`src/rtl/xtk_pkg.sv`:
```
// ============================================================================
// xtk_pkg
// Shared constants, status codes and controller/datapath handshake types for
// the xor trie k-th maximum block.
// ============================================================================
`default_nettype none

package xtk_pkg;

    localparam int KEY_W         = 32;
    localparam int RANK_W        = 16;
    localparam int STATUS_W      = 2;

    localparam int KEY_BITS_DEF  = 32;
    localparam int NODE_POOL_DEF = 65536;
    localparam int MAX_KEYS_DEF  = 65535;

    typedef enum logic [STATUS_W-1:0] {
        ST_OK     = 2'd0,
        ST_REJECT = 2'd1,
        ST_RANGE  = 2'd2
    } status_t;

    typedef enum logic {
        OP_INSERT = 1'b0,
        OP_QUERY  = 1'b1
    } opcode_t;

    // controller -> datapath
    typedef struct packed {
        logic capture;
        logic check;
        logic root_rd;
        logic root_ld;
        logic step;
        logic load;
        logic wlast;
        logic finish;
    } cmd_t;

    // datapath -> controller
    typedef struct packed {
        logic is_query;
        logic bad;
        logic child_missing;
        logic last_level;
        logic out_free;
    } sts_t;

endpackage

`default_nettype wire

```
`src/rtl/xtk_ctrl.sv`:
```
// ============================================================================
// xtk_ctrl
// Sequencer: accepts a word, checks limits, walks the trie level by level
// and hands the result to the output register.
// ============================================================================
`default_nettype none

module xtk_ctrl
    import xtk_pkg::*;
(
    input  wire logic clk,
    input  wire logic rst_n,
    input  wire logic valid,
    output logic      ready,
    input  wire sts_t sts,
    output cmd_t      cmd
);

    typedef enum logic [7:0] {
        S_IDLE    = 8'b0000_0001,
        S_CHECK   = 8'b0000_0010,
        S_ROOT_RD = 8'b0000_0100,
        S_ROOT_LD = 8'b0000_1000,
        S_STEP    = 8'b0001_0000,
        S_LOAD    = 8'b0010_0000,
        S_WLAST   = 8'b0100_0000,
        S_FIN     = 8'b1000_0000
    } state_t;

    state_t state_reg;
    state_t state_next;

    always_ff @(posedge clk or negedge rst_n)
    begin
        if (!rst_n)
        begin
            state_reg <= S_IDLE;
        end
        else
        begin
            state_reg <= state_next;
        end
    end

    always_comb
    begin
        state_next = state_reg;
        case (state_reg)
            S_IDLE:
            begin
                if (valid)
                begin
                    state_next = S_CHECK;
                end
            end
            S_CHECK:
            begin
                state_next = sts.bad ? S_FIN : S_ROOT_RD;
            end
            S_ROOT_RD:
            begin
                state_next = S_ROOT_LD;
            end
            S_ROOT_LD:
            begin
                state_next = S_STEP;
            end
            S_STEP:
            begin
                if (sts.is_query || !sts.child_missing)
                begin
                    state_next = S_LOAD;
                end
                else if (sts.last_level)
                begin
                    state_next = S_WLAST;
                end
            end
            S_LOAD:
            begin
                if (sts.last_level)
                begin
                    state_next = sts.is_query ? S_FIN : S_WLAST;
                end
                else
                begin
                    state_next = S_STEP;
                end
            end
            S_WLAST:
            begin
                state_next = S_FIN;
            end
            S_FIN:
            begin
                if (sts.out_free)
                begin
                    state_next = S_IDLE;
                end
            end
            default:
            begin
                state_next = S_IDLE;
            end
        endcase
    end

    assign ready       = (state_reg == S_IDLE);
    assign cmd.capture = (state_reg == S_IDLE) && valid;
    assign cmd.check   = (state_reg == S_CHECK);
    assign cmd.root_rd = (state_reg == S_ROOT_RD);
    assign cmd.root_ld = (state_reg == S_ROOT_LD);
    assign cmd.step    = (state_reg == S_STEP);
    assign cmd.load    = (state_reg == S_LOAD);
    assign cmd.wlast   = (state_reg == S_WLAST);
    assign cmd.finish  = (state_reg == S_FIN) && sts.out_free;

endmodule

`default_nettype wire

```
`config.mk`:
```
export PLATFORM = sky130hd
export DESIGN_NAME = xtk_ctrl
export DESIGN_NICKNAME = d
export VERILOG_FILES = /design/src/rtl/xtk_pkg.sv /design/src/rtl/xtk_ctrl.sv
export SDC_FILE = /design/constraint.sdc
export NUM_CORES = 1
export LEC_CHECK = 0
export BUFFER_PORTS_ARGS = -buffer_cell sky130_fd_sc_hd__buf_2
export CAP_MARGIN = 20
export CORE_AREA = 2 2 39 41
export CTS_CLUSTER_DIAMETER = 50
export CTS_CLUSTER_SIZE = 12
export DETAILED_ROUTE_END_ITERATION = 16
export DIE_AREA = 0 0 41 43
export PLACE_DENSITY = 0.73
export SLEW_MARGIN = 20
export SYNTH_ARGS = -nofsm -noshare
export SYNTH_HDL_FRONTEND = slang
export SYNTH_SLANG_ARGS = --single-unit
```
`constraint.sdc`:
```
create_clock -name clk -period 1.8 [get_ports clk]
set_input_delay 0.18 -clock clk [delete_from_list [all_inputs] [get_ports clk]]
set_output_delay 0.18 -clock clk [all_outputs]
set_load 0.01 [all_outputs]
```
After elaboration in Yosys (flattened, before gate mapping)
Index checks and enable logic that the tools add are counted.
{"block": "totals", "ff_bits": 8, "inputBits": 8, "out_inout_bits": 9, "word_cells": 25}
{"block": "classes", "n_eq_ne": 11, "muxes": 8, "reduce_logical": 5}
{"cell": "$pmux 8 s8", "count": 1}
{"cell": "$mux 8", "count": 7}
{"cell": "$eq 8x1->1 const B", "count": 1}
{"cell": "$eq 8x2->1 const B", "count": 1}
{"cell": "$eq 8x3->1 const B", "count": 1}
{"cell": "$eq 8x4->1 const B", "count": 1}
{"cell": "$eq 8x5->1 const B", "count": 1}
{"cell": "$eq 8x6->1 const B", "count": 1}
{"cell": "$eq 8x7->1 const B", "count": 1}
{"cell": "$eq 8x8->1 const B", "count": 1}
{"cell": "$ne 2x2->1 const B", "count": 2}
{"cell": "$ne 3x2->1 const B", "count": 1}
{"cell": "$reduce_and 3->1", "count": 1}
{"cell": "$logic_and 1x1->1", "count": 2}
{"cell": "$logic_not 1->1", "count": 1}
{"cell": "$logic_or 1x1->1", "count": 1}

Longest topological paths before layout
{"block": "logic_depth", "depth_word": 4, "mapped_depth": 4, "ltp_nobuf": 4}

Worst setup path after synthesis
OpenSTA, ideal clock, no wires.
{"block": "synth_path", "path_type": "flip-flop to output port", "from": "register state_reg[3]", "to": "output cmd[7] (netlist bit)", "arrival_time_ps": 1509, "required_ps": 1620, "slack_ps": 111, "path_stages_with_launch": 4, "n_path_buf": 0, "path_cell_list": "dfrtp_1 -> or4_4 -> nor4_4 -> and2_1"}
{"item": "start, declared", "line_no": "xtk_ctrl.sv:30", "rtl": "state_t state_reg;"}
{"item": "start signal, assigned", "line_no": "xtk_ctrl.sv:41", "rtl": "state_reg <= state_next;"}
{"item": "end, declared", "line_no": "xtk_ctrl.sv:16", "rtl": "output cmd_t cmd"}

==> flow_metrics.env <==
export IMPL_outcome="finished with violations"
export IMPL_violations="setup timing"
export IMPL_drt_met1_wl_um=588
export IMPL_p_leak_uw=0.0003586
export IMPL_critPathBufInv=1
export IMPL_netlist_area_sq_um=545.5
export IMPL_routed_wl_met3_um=54
export IMPL_drt_wirelength_per_cell_um=12.18
export IMPL_finClkSkew_ns=0.008548
export IMPL_ir_worst_vdd_mv=0.5008
export IMPL_cts_buffers=3
export IMPL_worstPathRequired_ns=1.62
export IMPL_rsz0062_at_grt="yes"
export IMPL_worstPathArrival_ns=1.66
export IMPL_synth_seq_area_share_pct=36.93
export IMPL_setup_slack_ns=-0.03816
export IMPL_hold_depth=2
export IMPL_first_pass_iters=4
export IMPL_grtUsageTotal_pct=16.73
export IMPL_cts_sinks=8
export IMPL_drc=0
export IMPL_cts_root_buf="clkbuf_4"
export IMPL_syn_avg_cell_area_sq_um=9.092
export IMPL_worstSetupEndpointType="primary output"
export IMPL_cts_htree_levels=1
export IMPL_slew_violations=0
export IMPL_tns_ns=-0.03816
export IMPL_start_util_pct=39.42
export IMPL_powerDensity_nw_per_um2=1095
export IMPL_grt_ovfl_total=0
export IMPL_seqCellArea_sq_um=201.4
export IMPL_grt_pass1_wl_mm=1.897
export IMPL_layout_drive_gt1_share_pct=36.90
export IMPL_row_count=14
export IMPL_cp_top_family="simple AND/OR/NAND/NOR gates"
export IMPL_r2r_cells=4
export IMPL_synth_top_area_share_pct=32.11
export IMPL_relSlewSlack_pct=80.08
export IMPL_synth_cell_types=29
export IMPL_gp_congestion=0.8749
export IMPL_synth_nets=68
export IMPL_tightest_slew_ns=0.2977
export IMPL_drt_iter0_markers=3
export IMPL_finalNetCount=93
export IMPL_finalSetupViolations=1
export IMPL_n_fill_cell=129
export IMPL_fin_cells=100
export IMPL_period_minus_slack_ns=1.838
export IMPL_grt_pass1_vias=452
export IMPL_yosys_area_top_type="dfrtp_1"
export IMPL_hold_viol=0
export IMPL_max_clock_path_buffers=2
export IMPL_largest_reg_flops=8
export IMPL_crit_cells=4
export IMPL_wl_mm=1.218
export IMPL_slowest_stage="or4_4"
export IMPL_cts_tree="done"
export IMPL_syn_to_final_growth_pct=32.34
export IMPL_crit_type="flip-flop to primary output"
export IMPL_ios=17
export IMPL_crit_chain="or4_4 -> nor4_4 -> and2_1 -> buf_2"
export IMPL_die_width_um=41
export IMPL_grt_max_degree=9
export IMPL_timing_fmax_ghz=0.5440
export IMPL_dp_cells=93
export IMPL_cp_slowest_stage_delay_ns=0.57
export IMPL_routed_via_density=5.150
export IMPL_insertion_delay_ns=0.26
export IMPL_netlist_instances=60
export IMPL_drv_cap=0
export IMPL_dp_hpwl_um=920.6
export IMPL_hp_class="input pin to flip-flop"
export IMPL_yosys_warnings=0
export IMPL_wl_met2_um=529
export IMPL_highest_layer="met4"
export IMPL_fin_total_pwr_uw=790.8
export IMPL_antenna_cells=0
export IMPL_clkTransAtPathRegs_ns=0.06
export IMPL_multi_input_area_sq_um=350.3
export IMPL_vias=515
export IMPL_period_share_pct=102.1
export IMPL_coreArea_sq_um=1384
export IMPL_dieArea_sq_um=1763
export IMPL_ys_seq_elements=8
export IMPL_antenna_left=0
export IMPL_startpoint_type="flip-flop"
export IMPL_crit_fanout=3
export IMPL_netlist_top_cells_area="dfrtp_1, nor3b_1, dfstp_2, nor2b_1, nor2_1"
export IMPL_antenna_found_initial=0
export IMPL_io_buffers=16
export IMPL_die_h_um=43
per-stage QoR:
step / util (%) / setup slack, ns / instance area, sq um / hold WS (ns)
final: 52.17 / -0.03816 / 721.9 / 0.07369
after global routing: 52.17 / -0.1417 / 721.9 / 0.09273
after CTS: 50.99 / -0.04405 / 705.7 / 0.06742
after detailed placement: 47.20 / 0.1569 / 653.1 / 0.03757
after global placement: 47.20 / 0.1856 / 653.1 / 0.02655
after floorplan: - / 0.1111 / 545.5 / -0.1156
cell usage after synthesis:
library cell / instances
nand2_1: 4
buf_4: 1
nor3_1: 2
and2b_1: 2
dfstp_2: 1
or4_4: 1
nand3_1: 2
or2b_1: 2
and2_1: 2
dfrtp_1: 7
nor4_1: 2
xnor2_1: 1
nand4_1: 1
inv_1: 1
nor3_2: 1
nor3b_1: 4
xor2_1: 1
o211ai_1: 2
or2_2: 1
nor4b_1: 1
a21oi_1: 2
nor4_4: 1
and3_1: 1
a221oi_2: 1
o21ai_0: 4
nor2b_1: 4
and4b_1: 1
nor2_1: 6
nand3b_1: 1
cell usage in the layout (no fill, tap or decap):
cell type / n
nor4_1: 1
and2_1: 2
or2_2: 1
and4b_1: 1
nand2_1: 4
xnor2_1: 1
and3_1: 1
dfstp_2: 1
nor2b_1: 4
or2b_1: 2
nor3b_1: 4
dfrtp_1: 7
nand3b_1: 1
nor3_2: 1
nor4_4: 2
nor4b_1: 1
nand3_1: 2
a221oi_2: 1
buf_2: 16
and2b_1: 2
clkbuf_4: 3
nand4_1: 1
clkbuf_1: 1
o21ai_0: 4
or4_4: 1
nor2_2: 1
dlygate4sd3_1: 1
o211ai_1: 2
buf_4: 4
xor2_1: 1
a21oi_1: 2
nor3_1: 2
nor2_1: 5
inv_1: 1
cell type report:
cell class	count	area share (%)
clock buffer	4	3.640
inverter	1	0.5199
multi-input combinational	50	48.53
sequential	8	27.90
tap	16	2.773
timing repair buffer	21	16.64
where the power goes:
| group | internal (uW) | leakage (uW) | switching [uW] | total (uW) |
|---|---|---|---|---|
| Combinational | 179 | 0.000237 | 198 | 376 |
| Clock | 84.9 | 0.0000150 | 63.8 | 149 |
| Sequential | 220 | 0.000107 | 45.7 | 266 |
kinds of logic (layout without fill, tap and decap cells):
logic type / after synthesis / in the layout / synth area share (%)
flip-flops: 8 / 8 / 36.93
AND/OR/NAND/NOR: 39 / 39 / 46.79
AO/OA/AOI/OAI: 9 / 9 / 11.01
buffers and inverters: 2 / 26 / 2.064
XOR/XNOR: 2 / 2 / 3.212
routing by layer:
metal | global-route usage, % | vias to the layer above
met3 | 1.571 | 5
met5 | 0 | -
met4 | 14.00 | 0
li1 | - | 269
met1 | 21.26 | 226
met2 | 24.06 | 15
worst paths after layout:
| path | start | endpoint | slack (ns) |
|---|---|---|---|
| hold reg to reg | state_reg[3] | state_reg[3] | 0.62 |
| min in group asynchronous | rst_n | state_reg[2] | 0.29 |
| hold / removal | sts[3] | state_reg[2] | 0.07 |
| setup reg to reg | state_reg[4] | state_reg[0] | 0.26 |
| setup / recovery | state_reg[4] | cmd[7] | -0.04 |
| max in group asynchronous | rst_n | state_reg[0] | 1.26 |
repair_timing:
action / CTS / global route
buffers inserted: 1 / 1
resized for setup: 2 / 1
pin swaps: 3 / 1
setup endpoints to repair: 5 / 7
hold endpoints to repair: 8 / 0
hold buffers: 1 / 0
No activity file was read; power rests on OpenSTA's default activity.
